File: src/rtl/core/swrs_pkg.sv
package swrs_pkg;

  localparam int WINDOW_SLOTS_DEF      = 32;
  localparam int ACK_HISTORY_BITS_DEF  = 32;
  localparam int MAX_MESSAGE_BYTES_DEF = 1024;
  localparam int OUT_LIMIT             = 32;

  localparam logic [31:0] RESEND_AFTER_RST = 32'd100;

  localparam logic [1:0] MODE_NEW     = 2'd0;
  localparam logic [1:0] MODE_TICK    = 2'd1;
  localparam logic [1:0] MODE_ACK     = 2'd2;
  localparam logic [1:0] MODE_DELIVER = 2'd3;

  localparam logic [2:0] KIND_ACCEPTED = 3'd0;
  localparam logic [2:0] KIND_REFUSED  = 3'd1;
  localparam logic [2:0] KIND_FRESH    = 3'd2;
  localparam logic [2:0] KIND_RESEND   = 3'd3;
  localparam logic [2:0] KIND_ACK_ONLY = 3'd4;
  localparam logic [2:0] KIND_NOTHING  = 3'd5;
  localparam logic [2:0] KIND_ACK_DONE = 3'd6;

endpackage

File: src/rtl/core/swrs_in_if.sv
interface swrs_in_if;
  logic        valid;
  logic        ready;
  logic [1:0]  mode;
  logic [11:0] length;
  logic [31:0] now;
  logic [15:0] ack_seq;
  logic [31:0] ack_bits;
  logic        peer_ack_valid;

  modport source (output valid, mode, length, now, ack_seq, ack_bits, peer_ack_valid,
                  input ready);
  modport sink (input valid, mode, length, now, ack_seq, ack_bits, peer_ack_valid,
                output ready);
endinterface

File: src/rtl/core/swrs_out_if.sv
interface swrs_out_if;
  logic        valid;
  logic        ready;
  logic [2:0]  kind;
  logic [15:0] seq;
  logic [4:0]  slot;
  logic [11:0] length_res;
  logic        with_ack;
  logic [5:0]  unacked_count;
  logic        last;

  modport source (output valid, kind, seq, slot, length_res, with_ack, unacked_count, last,
                  input ready);
  modport sink (input valid, kind, seq, slot, length_res, with_ack, unacked_count, last,
                output ready);
endinterface

File: src/rtl/core/swrs_ram.sv
module swrs_ram #(
  parameter int DEPTH = 32,
  parameter int WIDTH = 32
) (
  input  logic                     clk,
  input  logic                     we,
  input  logic [$clog2(DEPTH)-1:0] waddr,
  input  logic [WIDTH-1:0]         wdata,
  input  logic [$clog2(DEPTH)-1:0] raddr,
  output logic [WIDTH-1:0]         rdata
);
  logic [WIDTH-1:0] mem [DEPTH];

  always_ff @(posedge clk) begin
    if (we) begin
      mem[waddr] <= wdata;
    end
    rdata <= mem[raddr];
  end
endmodule

File: src/rtl/core/send_window_retransmit_scheduler.sv
// Channel   Dir  Beat
// req       in   one command: new message, tick, peer ack or delivered notice
// res       out  one result; last marks the final result of a command
// cfg       in   resend_after write, any cycle the block is idle
//
// New message and delivered notice each give one result. Tick walks WINDOW_SLOTS slots from
// next_slot and stops early after OUT_LIMIT sends; its pace is set by the single read port of the
// slot memories. Ack: the ack slot is found first, then the acked and each marked sequence
// over ACK_HISTORY_BITS+1 is looked up in the slot memories, and unmarked ones are skipped.
// Reset is synchronous; no memory clearing pass. A stalled res holds the tick walk.
module send_window_retransmit_scheduler #(
  parameter int WINDOW_SLOTS      = swrs_pkg::WINDOW_SLOTS_DEF,
  parameter int ACK_HISTORY_BITS  = swrs_pkg::ACK_HISTORY_BITS_DEF,
  parameter int MAX_MESSAGE_BYTES = swrs_pkg::MAX_MESSAGE_BYTES_DEF
) (
  input  logic        clk,
  input  logic        rst,
  swrs_in_if.sink     req,
  swrs_out_if.source  res,
  input  logic        cfg_we,
  input  logic [31:0] cfg_wdata
);
  import swrs_pkg::*;

  localparam int IW = $clog2(WINDOW_SLOTS);
  localparam int CW = $clog2(WINDOW_SLOTS + 1);
  localparam int JW = $clog2(ACK_HISTORY_BITS + 1);
  localparam int RK = 16 + $clog2(WINDOW_SLOTS);
  localparam logic [39:0] RECIP = 40'(((64'd1 << RK) + 64'(WINDOW_SLOTS) - 64'd1)
                                      / 64'(WINDOW_SLOTS));
  localparam logic [IW-1:0] TOP_SLOT  = IW'(65535 % WINDOW_SLOTS);
  localparam logic [IW-1:0] LAST_SLOT = IW'(WINDOW_SLOTS - 1);

  typedef enum logic [9:0] {
    S_IDLE = 10'b0000000001,
    S_NEWM = 10'b0000000010,
    S_TRD  = 10'b0000000100,
    S_TCHK = 10'b0000001000,
    S_TEND = 10'b0000010000,
    S_AMOD = 10'b0000100000,
    S_ARD  = 10'b0001000000,
    S_ACHK = 10'b0010000000,
    S_AEND = 10'b0100000000,
    S_FIN  = 10'b1000000000
  } state_t;

  typedef struct packed {
    logic [2:0]  kind;
    logic [15:0] seq;
    logic [4:0]  slot;
    logic [11:0] len;
    logic        wa;
  } result_t;

  state_t state;
  logic [31:0] resend_after;
  logic [WINDOW_SLOTS-1:0] live, fresh;
  logic [15:0] next_seq;
  logic [IW-1:0] next_slot;
  logic ack_owed;
  logic [CW-1:0] live_cnt;
  logic [11:0] len_r;
  logic [31:0] now_r;
  logic peer_r;
  logic [15:0] ack_r, aseq, aquot;
  logic [ACK_HISTORY_BITS-1:0] abits;
  logic [IW-1:0] widx, wcnt, aidx;
  logic [5:0] nsent;
  logic [JW-1:0] jcnt;
  logic pend_valid;
  result_t pend;

  logic out_valid, out_last;
  result_t out_r;
  logic [CW-1:0] out_cnt;

  logic [IW-1:0] rd_addr, wr_addr;
  logic meta_we, time_we;
  logic [27:0] meta_rdata;
  logic [31:0] time_rdata, time_wdata;

  logic out_free, bad, due, fire, tick_last, ack_check, ack_done, ack_hit, push;
  logic [39:0] aq_prod;
  logic [15:0] arem;
  logic [IW+4:0] widx_x, nslot_x;

  assign out_free  = !out_valid || res.ready;
  assign bad       = (len_r == 12'd0) || (len_r > 12'(MAX_MESSAGE_BYTES)) || live[next_slot];
  assign due       = fresh[widx] || ((now_r - time_rdata) >= resend_after);
  assign fire      = state == S_TCHK && due && (!pend_valid || out_free);
  assign push      = (state == S_FIN && out_free) || (fire && pend_valid);
  assign tick_last = wcnt == LAST_SLOT;
  assign ack_check = (jcnt == '0) || abits[0];
  assign ack_done  = jcnt == JW'(ACK_HISTORY_BITS);
  assign ack_hit   = live[aidx] && (meta_rdata[27:12] == aseq);
  assign aq_prod   = {24'd0, req.ack_seq} * RECIP;
  assign arem      = ack_r - aquot * 16'(WINDOW_SLOTS);
  assign widx_x    = {5'd0, widx};
  assign nslot_x   = {5'd0, next_slot};

  assign meta_we    = state == S_NEWM && !bad;
  assign time_we    = meta_we || fire;
  assign wr_addr    = (state == S_NEWM) ? next_slot : widx;
  assign time_wdata = meta_we ? 32'd0 : now_r;
  assign rd_addr    = (state == S_ARD || state == S_ACHK) ? aidx : widx;

  swrs_ram #(.DEPTH(WINDOW_SLOTS), .WIDTH(28)) u_meta (
    .clk(clk), .we(meta_we), .waddr(wr_addr), .wdata({next_seq, len_r}),
    .raddr(rd_addr), .rdata(meta_rdata)
  );

  swrs_ram #(.DEPTH(WINDOW_SLOTS), .WIDTH(32)) u_time (
    .clk(clk), .we(time_we), .waddr(wr_addr), .wdata(time_wdata),
    .raddr(rd_addr), .rdata(time_rdata)
  );

  assign req.ready         = state == S_IDLE;
  assign res.valid         = out_valid;
  assign res.kind          = out_r.kind;
  assign res.seq           = out_r.seq;
  assign res.slot          = out_r.slot;
  assign res.length_res    = out_r.len;
  assign res.with_ack      = out_r.wa;
  assign res.unacked_count = 6'({{7{1'b0}}, out_cnt});
  assign res.last          = out_last;

  always_ff @(posedge clk) begin
    if (rst) begin
      state        <= S_IDLE;
      resend_after <= RESEND_AFTER_RST;
      live         <= '0;
      fresh        <= '0;
      next_seq     <= '0;
      next_slot    <= '0;
      ack_owed     <= 1'b0;
      live_cnt     <= '0;
      pend_valid   <= 1'b0;
      out_valid    <= 1'b0;
    end else begin
      if (cfg_we) begin
        resend_after <= cfg_wdata;
      end
      if (push) begin
        out_valid <= 1'b1;
      end else if (res.ready) begin
        out_valid <= 1'b0;
      end
      unique case (state)
        S_IDLE: begin
          if (req.valid) begin
            len_r      <= req.length;
            now_r      <= req.now;
            peer_r     <= req.peer_ack_valid;
            ack_r      <= req.ack_seq;
            aseq       <= req.ack_seq;
            aquot      <= 16'(aq_prod >> RK);
            abits      <= req.ack_bits[ACK_HISTORY_BITS-1:0];
            jcnt       <= '0;
            widx       <= next_slot;
            wcnt       <= '0;
            nsent      <= '0;
            unique case (req.mode)
              MODE_NEW:  state <= S_NEWM;
              MODE_TICK: state <= S_TRD;
              MODE_ACK:  state <= S_AMOD;
              default: begin
                ack_owed   <= 1'b1;
                pend       <= '{KIND_NOTHING, 16'd0, 5'd0, 12'd0, 1'b0};
                pend_valid <= 1'b1;
                state      <= S_FIN;
              end
            endcase
          end
        end
        S_NEWM: begin
          pend       <= '{(bad ? KIND_REFUSED : KIND_ACCEPTED), next_seq, nslot_x[4:0],
                          len_r, 1'b0};
          pend_valid <= 1'b1;
          if (!bad) begin
            live[next_slot]  <= 1'b1;
            fresh[next_slot] <= 1'b1;
            live_cnt         <= live_cnt + 1'b1;
            next_seq         <= next_seq + 16'd1;
            next_slot        <= (next_seq == 16'hFFFF || next_slot == LAST_SLOT) ? '0
                                : next_slot + 1'b1;
          end
          state <= S_FIN;
        end
        S_TRD: begin
          if (live[widx]) begin
            state <= S_TCHK;
          end else if (tick_last) begin
            state <= S_TEND;
          end else begin
            wcnt <= wcnt + 1'b1;
            widx <= (widx == LAST_SLOT) ? '0 : widx + 1'b1;
          end
        end
        S_TCHK: begin
          // hold while an earlier send still waits for the output register
          if (!due || fire) begin
            if (fire) begin
              pend        <= '{(fresh[widx] ? KIND_FRESH : KIND_RESEND), meta_rdata[27:12],
                               widx_x[4:0], meta_rdata[11:0], peer_r};
              pend_valid  <= 1'b1;
              fresh[widx] <= 1'b0;
              ack_owed    <= 1'b0;
              nsent       <= nsent + 6'd1;
            end
            if (tick_last || (fire && nsent == 6'(OUT_LIMIT - 1))) begin
              state <= S_TEND;
            end else begin
              wcnt  <= wcnt + 1'b1;
              widx  <= (widx == LAST_SLOT) ? '0 : widx + 1'b1;
              state <= S_TRD;
            end
          end
        end
        S_TEND: begin
          if (!pend_valid) begin
            pend_valid <= 1'b1;
            if (ack_owed) begin
              ack_owed <= 1'b0;
              pend     <= '{KIND_ACK_ONLY, 16'd0, 5'd0, 12'd0, 1'b1};
            end else begin
              pend <= '{KIND_NOTHING, 16'd0, 5'd0, 12'd0, 1'b0};
            end
          end
          state <= S_FIN;
        end
        S_AMOD: begin
          // slot of ack_seq from the quotient taken at accept
          aidx  <= arem[IW-1:0];
          state <= S_ARD;
        end
        S_ARD, S_ACHK: begin
          if (state == S_ARD && ack_check) begin
            state <= S_ACHK;
          end else begin
            if (state == S_ACHK && ack_hit) begin
              live[aidx] <= 1'b0;
              live_cnt   <= live_cnt - 1'b1;
            end
            if (ack_done) begin
              state <= S_AEND;
            end else begin
              if (jcnt != '0) begin
                abits <= abits >> 1;
              end
              jcnt  <= jcnt + 1'b1;
              aseq  <= aseq - 16'd1;
              aidx  <= (aseq == 16'd0) ? TOP_SLOT : ((aidx == '0) ? LAST_SLOT : aidx - 1'b1);
              state <= S_ARD;
            end
          end
        end
        S_AEND: begin
          pend       <= '{KIND_ACK_DONE, ack_r, 5'd0, 12'd0, 1'b0};
          pend_valid <= 1'b1;
          state      <= S_FIN;
        end
        S_FIN: begin
          if (out_free) begin
            pend_valid <= 1'b0;
            state      <= S_IDLE;
          end
        end
        default: state <= S_IDLE;
      endcase
    end
  end

  // push the held result; only the final beat of a command carries last
  always_ff @(posedge clk) begin
    if (push) begin
      out_r    <= pend;
      out_cnt  <= live_cnt;
      out_last <= state == S_FIN;
    end
  end
endmodule

File: src/flat_wrapper.sv
// flat-port wrapper written by rule: the top's interface ports become plain ports
module send_window_retransmit_scheduler_flat import swrs_pkg::*;
#(
  parameter int WINDOW_SLOTS      = swrs_pkg::WINDOW_SLOTS_DEF,
  parameter int ACK_HISTORY_BITS  = swrs_pkg::ACK_HISTORY_BITS_DEF,
  parameter int MAX_MESSAGE_BYTES = swrs_pkg::MAX_MESSAGE_BYTES_DEF
)
  (clk, rst, cfg_we, cfg_wdata, req_valid, req_mode, req_length, req_now, req_ack_seq, req_ack_bits, req_peer_ack_valid, req_ready, res_valid, res_kind, res_seq, res_slot, res_length_res, res_with_ack, res_unacked_count, res_last, res_ready);
  swrs_in_if req_i ();
  swrs_out_if res_i ();
  input  logic clk;
  input  logic rst;
  input  logic cfg_we;
  input  logic [31:0] cfg_wdata;
  input wire logic [$bits(req_i.valid)-1:0] req_valid;
  input wire logic [$bits(req_i.mode)-1:0] req_mode;
  input wire logic [$bits(req_i.length)-1:0] req_length;
  input wire logic [$bits(req_i.now)-1:0] req_now;
  input wire logic [$bits(req_i.ack_seq)-1:0] req_ack_seq;
  input wire logic [$bits(req_i.ack_bits)-1:0] req_ack_bits;
  input wire logic [$bits(req_i.peer_ack_valid)-1:0] req_peer_ack_valid;
  output wire logic [$bits(req_i.ready)-1:0] req_ready;
  output wire logic [$bits(res_i.valid)-1:0] res_valid;
  output wire logic [$bits(res_i.kind)-1:0] res_kind;
  output wire logic [$bits(res_i.seq)-1:0] res_seq;
  output wire logic [$bits(res_i.slot)-1:0] res_slot;
  output wire logic [$bits(res_i.length_res)-1:0] res_length_res;
  output wire logic [$bits(res_i.with_ack)-1:0] res_with_ack;
  output wire logic [$bits(res_i.unacked_count)-1:0] res_unacked_count;
  output wire logic [$bits(res_i.last)-1:0] res_last;
  input wire logic [$bits(res_i.ready)-1:0] res_ready;
  assign req_i.valid = req_valid;
  assign req_i.mode = req_mode;
  assign req_i.length = req_length;
  assign req_i.now = req_now;
  assign req_i.ack_seq = req_ack_seq;
  assign req_i.ack_bits = req_ack_bits;
  assign req_i.peer_ack_valid = req_peer_ack_valid;
  assign req_ready = req_i.ready;
  assign res_valid = res_i.valid;
  assign res_kind = res_i.kind;
  assign res_seq = res_i.seq;
  assign res_slot = res_i.slot;
  assign res_length_res = res_i.length_res;
  assign res_with_ack = res_i.with_ack;
  assign res_unacked_count = res_i.unacked_count;
  assign res_last = res_i.last;
  assign res_i.ready = res_ready;
  send_window_retransmit_scheduler #(.WINDOW_SLOTS(WINDOW_SLOTS), .ACK_HISTORY_BITS(ACK_HISTORY_BITS), .MAX_MESSAGE_BYTES(MAX_MESSAGE_BYTES)) u_core (.clk(clk), .rst(rst), .req(req_i), .res(res_i), .cfg_we(cfg_we), .cfg_wdata(cfg_wdata));
endmodule
File: config.mk
export PLATFORM = sky130hd
export DESIGN_NAME = send_window_retransmit_scheduler_flat
export DESIGN_NICKNAME = d
export VERILOG_FILES = /design/src/rtl/core/swrs_pkg.sv /design/src/rtl/core/swrs_in_if.sv /design/src/rtl/core/swrs_out_if.sv /design/src/rtl/core/swrs_ram.sv /design/src/rtl/core/send_window_retransmit_scheduler.sv /design/src/flat_wrapper.sv
export SDC_FILE = /design/constraint.sdc
export NUM_CORES = 2
export LEC_CHECK = 0
export BUFFER_PORTS_ARGS = -buffer_cell sky130_fd_sc_hd__buf_2
export CAP_MARGIN = 30
export CORE_ASPECT_RATIO = 2
export CORE_MARGIN = 3
export CORE_UTILIZATION = 49
export DETAILED_ROUTE_END_ITERATION = 16
export GPL_TIMING_DRIVEN = 1
export MAX_ROUTING_LAYER = met4
export PLACE_DENSITY_LB_ADDON = 0.15
export SLEW_MARGIN = 20
export SYNTH_ARGS = -nofsm -noshare
export SYNTH_HDL_FRONTEND = slang
export SYNTH_SLANG_ARGS = --single-unit
File: constraint.sdc
create_clock -name clk -period 7.1 [get_ports clk]
set_clock_uncertainty 0.15 [all_clocks]
set_input_delay 0 -clock clk [delete_from_list [all_inputs] [get_ports clk]]
set_output_delay 0 -clock clk [all_outputs]
set_load 0.1 [all_outputs]
# Word-level counts from Yosys, hierarchy flattened
# Memories as Yosys holds them, arrays and structs flattened. A register that Yosys moved wholly into a read port is not among the register bits.
# Index checks and enable logic that the tools add are counted.
# W data, S select, Z words.
# word_totals
ramBits	1920
output_inout_bits	46
input_bits	132
word_cells	256
ff_bits	353
n_memories	2
# op_classes
bitwise	8
n_lt_le_gt_ge	8
eq_ne	34
mux	99
add_sub_neg	12
reduce_logical	60
# memory_table
name	depth	width	read_ports	rd_clocked_by_memory_dff	wr	line_no	source
u_core.u_time.mem	32	32	1	1	1	swrs_ram.sv:12	logic [WIDTH-1:0] mem [DEPTH];
u_core.u_meta.mem	32	28	1	1	1	swrs_ram.sv:12	
# ops
operator	count
$mux W32	11
$pmux W32 S2	3
$mux W37	5
$pmux W37 S5	1
$mux W5	19
$pmux W10 S7	1
$and A32 B32 Y32	2
$not A32 Y32	2
$or A32 B32 Y32	2
$mux W10	6
$mux W16	3
$mux W6	8
$pmux W6 S2	3
$mux W35	1
$ge A32 B32 Y1	1
$pmux W16 S2	1
$sub A32 B32 Y32	1
$pmux W10 S3	1
$pmux W5 S3	2
$mux W1	23
$bmux W1 S5	4
$ne A2 B2 Y1 const B	10
$add A6 B1 Y6 const B	3
$lt A5 B6 Y1 const B	3
53 further kinds	105

# Longest topological paths before layout
# logic_depth
ltp_word	10
depth_mapped	22

# Cells and area by module
# Synthesis repeated with hierarchy kept, for this count alone.
# unflattened
hier_cells	6053
area_unflattened_um2	94617.0
# modules_own_cells
mod	cells_each	n_inst	seq_area_each_um2	area_per_inst_um2
swrs_ram (u_core.u_time)	2260	1	31390.1	40492.6
swrs_ram (u_core.u_meta)	1984	1	27466.3	35447.7
send_window_retransmit_scheduler	1809	1	9238.9	18676.7

# Least setup slack after synthesis
# No wires, ideal clock.
# synth_path
path_type	reg-to-reg
from	register u_core.now_r[0]
to	register u_core.pend[0] (netlist bit), enable pin
arrival_ps	6734
t_required_ps	6463
path_stages_with_launch	22
setup_ps	487
period_less_slack_ps	7371
slack_ps	-271
cell_sequence	edfxtp_1 inv_1 ha_1 inv_1 fa_1 a211oi_1 o211ai_1 a221oi_1 o21bai_1 a21oi_1 a21oi_1 a311oi_1 xnor2_1 ha_1 nand4_1 nor4_1 nand2_1 a21oi_1 nor3_1 nand2_1 nand2_1 a211oi_1
# synth_via
elab_chain_cells	8
word_cells_on_any_way	10
classes_between	add/sub: 1; order compare: 1; eq/ne: 2; reduce/logical: 6
# synth_rtl
element	line_no	source
start, declared	send_window_retransmit_scheduler.sv:63	logic [31:0] now_r;
start signal, assigned	send_window_retransmit_scheduler.sv:152	now_r <= req.now;
$sub A32 B32 Y32 (*)	send_window_retransmit_scheduler.sv:89	assign due = fresh[widx] || ((now_r - time_rdata) >= resend_after);
$ge A32 B32 Y1 (*)	send_window_retransmit_scheduler.sv:89	
$logic_or A1 B1 Y1 (*)	send_window_retransmit_scheduler.sv:89	
$logic_and A1 B1 Y1 (2 in a row)	send_window_retransmit_scheduler.sv:90	assign fire = state == S_TCHK && due && (!pend_valid || out_free);
$logic_or A1 B1 Y1	send_window_retransmit_scheduler.sv:201	if (!due || fire) begin
$ne A2 B2 Y1 (no line)	n/a	
$reduce_and A7 Y1 (no line) (*)	n/a	
end signal, assigned	send_window_retransmit_scheduler.sv:203	pend <= '{(fresh[widx] ? KIND_FRESH : KIND_RESEND), meta_rdata[27:12],
end signal, assigned	send_window_retransmit_scheduler.sv:224	pend <= '{KIND_ACK_ONLY, 16'd0, 5'd0, 12'd0, 1'b1};
end signal, assigned	send_window_retransmit_scheduler.sv:226	pend <= '{KIND_NOTHING, 16'd0, 5'd0, 12'd0, 1'b0};
end, declared	send_window_retransmit_scheduler.sv:71	result_t pend;
# Every way passes the cells marked *; elsewhere a longest branch is shown, timed or not.
# A chain may end at the register's enable or synchronous reset.

# Final worst setup path
# layout_path
from	register u_core.now_r[0]
to	memory u_core.u_time.mem[23][23], enable pin
# layout_via
elab_chain_cells	8
# layout_rtl
element	line_no	source
$sub A32 B32 Y32	send_window_retransmit_scheduler.sv:89	
$ge A32 B32 Y1	send_window_retransmit_scheduler.sv:89	
$logic_or A1 B1 Y1	send_window_retransmit_scheduler.sv:89	
$logic_and A1 B1 Y1 (2 in a row)	send_window_retransmit_scheduler.sv:90	
$logic_or A1 B1 Y1	send_window_retransmit_scheduler.sv:102	assign time_we = meta_we || fire;
$mux W1	swrs_ram.sv:15	if (we) begin
$mux W1 (implied by the code)	swrs_ram.sv:16	mem[waddr] <= wdata;
end, declared	swrs_ram.sv:12	
# No other way between the ends.

==> results.toml <==
[worst_setup_path]
required_ns = 7.49
cp_slowest_stage_delay_ns = 0.43
slowest_stage = "fa_1"
cp-end-kind = "register"
cpMostUsedCell = "a21oi_1"
cp_max_fo = 22
crit_type = "reg -> reg"
arrival_ns = 7.03
start_kind = "register"

[route]
first_pass_iters = 6
drt_wl_total_mm = 299
ant_nets = 0
route.detailed.drc = 0
vias_per_cell = 6.02
dr.first_iter.drc_count = 5973
wl_per_cell_um = 29.6
vias = 60976

[cts]
numCtsBuffers = 208
cts_tree = "yes"
clock_path_buffers = 4
root_buffer = "clkbuf_16"
clk_pin_slew_ns = 0.06
clk_latency_ns = 0.86
h-tree-depth = 4
cts.sinks = 2333

[floorplanning]
die_w_um = 314
dieArea_um2 = 195000
dieHeight_um = 622
core.rowCount = 225
start_util_pct = 49.4
core-area_um2 = 188000
ios = 178

[placed_design]
port_buffers = 177
gp_congestion = 0.951
dp_cells = 9403
dp_hpwl_mm = 193

[yosys]
synth_top_area_share_pct = 69.0
synthCells = 6886
synth_commonest_cells = "edfxtp_1 (2,137), nand2_1 (1,683), nand3_1 (523)"
syn_area_per_cell_um2 = 13.5
ys_seq_area_share_pct = 73.2
ys.flop_type = "edfxtp_1"
synth_edf_count = 2137
ys_warn_count = 0
yosysMostFrequentCell = "edfxtp_1"
ys_ff_latch = 2333
synth_area_um2 = 93000
async_flop_share_pct = 0
synth_area_leaders = "edfxtp_1 (69%), nand2_1 (6.8%), dfxtp_1 (4.2%)"
yosysTopAreaCell = "edfxtp_1"
synthesis.nets = 7108
yosys.cell_types.count = 82

[grt]
overflow = 0
grt_first_pass_wirelength_mm = 426
grt_start_max_net_pins = 160
grt_pass1_vias = 60838
track_usage_pct = 31.1
antenna_found_initial = 10

[timing]
maxSlewViolCount = 0
fin_crit_ns = 6.64
tightestPinTransition_ns = 1.07
hold_violations = 0
tns_ns = 0
rsz0062_at_grt = "no"
fmax_mhz = 150
relSlewSlack_pct = 28.9
fin_crit_sh_pct = 93.6
setup_viol = 0

[cells_and_area]
area_growth_pct = 17.6
drive_above_1_share_pct = 12.2
finalNonFillerCells = 10126
final_nets = 7678
nFillCells = 14673

[pwr]
vdd_drop_max_mv = 0.332
p_per_area_nw_per_um2 = 312
leakage_nw = 37.5

[job]
cap_violations = 0

[worst_hold_path]
hp-class = "in -> reg"

[run_status]
outcome = "finished, final reports clean"
-- power breakdown --
part | total [mW] | internal [mW] | switching [mW]
registers | 15.7 | 15.5 | 0.232
logic | 7.00 | 2.12 | 4.89
clock network | 11.4 | 6.47 | 4.97
total | 34.2 | 24.1 | 10.1
-- stage by stage --
stage,hold slack (ns),cell area [µm²],utilization (%),power [mW],worst slack [ns]
5_1_grt,0.100,109000,58.1,35.3,0.0722
3_3_place_gp,0.0289,98100,52.1,22.8,0.00304
4_1_cts,0.0373,109000,58.0,34.3,0.0458
6_report,0.0743,109000,58.1,34.2,0.455
3_5_place_dp,0.0286,99100,52.6,22.8,0.0477
2_1_floorplan,-0.0776,93000,-,19.9,0.284
-- flip-flops by register name, indices dropped and copies added (netlist names), 16 cells and up --
| name | flops |
|---|---|
| u_core.fresh | 32 |
| u_core.next_seq | 16 |
| u_core.u_time.rdata | 32 |
| u_core.live | 32 |
| u_core.u_meta.mem | 896 |
| u_core.now_r | 32 |
| u_core.pend | 37 |
| u_core.abits | 32 |
| u_core.res.seq | 16 |
| u_core.aseq | 16 |
| u_core.resend_after | 32 |
| u_core.u_meta.rdata | 28 |
| u_core.u_time.mem | 1024 |
| u_core.ack_r | 16 |
-- final timing paths --
path                                                 from                                  end  slack [ns]  depth (start not counted)
worst min register to register  u_core.pend[29]$_DFFE_PP_         u_core.res.seq[11]$_DFFE_PP_        0.27                          0
worst min-delay path                          req_mode[1]         u_core.state[9]$_SDFFE_PP0P_        0.07                          6
worst max-delay path            u_core.now_r[0]$_DFFE_PP_  u_core.u_time.mem[23][23]$_DFFE_PP_        0.46                         25
worst max register to register  u_core.now_r[0]$_DFFE_PP_  u_core.u_time.mem[23][23]$_DFFE_PP_        0.46                         25
-- area by class of cell --
cell class                 count  area [µm²]  area share, %
clock inverter                92        1060          0.970
antenna                       12        30.0         0.0275
tap                         2497        3120           2.86
clock buffer                 279        5700           5.21
multi-input combinational   4039       23800           21.8
sequential                  2333       68100           62.3
inverter                     108         405          0.371
timing repair buffer         766        7130           6.52
-- worst max-delay path, delay by kind of cell (launching register included) --
family                   cells  cell delay (ns)
flip-flops                   1             0.35
AO/OA/AOI/OAI               10             2.48
AND/OR/NAND/NOR              5             1.29
buffers and inverters        6             0.98
XOR/XNOR                     1             0.11
adder cells (fa/ha/maj)      3             0.94
-- cell usage in the layout, fill, tap and decap left out, types with 18 or more instances in the layout --
master         synthesis  routed
a21oi_1              105      95
a31oi_1              252     247
a32oi_1              246     246
and2_2                 0      31
buf_12                 0      43
buf_16                 0      21
buf_2                 42     177
buf_4                  0     191
bufinv_16              0      23
clkbuf_1             326      52
clkbuf_16              0     213
clkinv_1               3      29
clkinv_2               0      30
dfxtp_1              196     195
dlygate4sd3_1          0     327
edfxtp_1            2137    2137
ha_1                  88      88
inv_1                104     103
mux2i_1              299     297
mux4_2                22      22
nand2_1             1683    1683
nand2b_1              18      18
nand3_1              523     523
nand4_1               22      22
nor2_1               211     146
nor2_4                 0      66
nor3_1                39      38
nor4_1                80      64
o211ai_1              23      23
o21ai_0               71      71
xnor2_1               47      47
xor2_1                47      47
-- metal layers --
metal | vias to the layer above | global-route usage (%) | share of wire, %
met5 | - | - | 0
met4 | 0 | 23.3 | 9.0
met3 | 821 | 3.21 | 5.0
met2 | 2617 | 54.9 | 53
met1 | 30715 | 31.8 | 33
li1 | 26823 | - | -
-- cell families after synthesis --
| logic type | Yosys count | synth area share [%] |
|---|---|---|
| XOR/XNOR | 94 | 0.885 |
| flip-flops | 2333 | 73.2 |
| AO/OA/AOI/OAI | 842 | 6.41 |
| adder cells (fa/ha/maj) | 90 | 1.23 |
| buffers and inverters | 515 | 2.15 |
| multiplexers | 325 | 3.81 |
| AND/OR/NAND/NOR | 2687 | 12.3 |
-- timing repair --
item | 4_1_cts | 5_1_grt
endpoints found under the setup margin | 28 | 390
hold buffers | 328 | 0
gates cloned | 1 | 0
gates resized for setup | 0 | 2
hold endpoints to repair | 315 | 0
buffers inserted | 0 | 6
pin swaps | 1 | 3
Power figures use the tool's default switching activity.
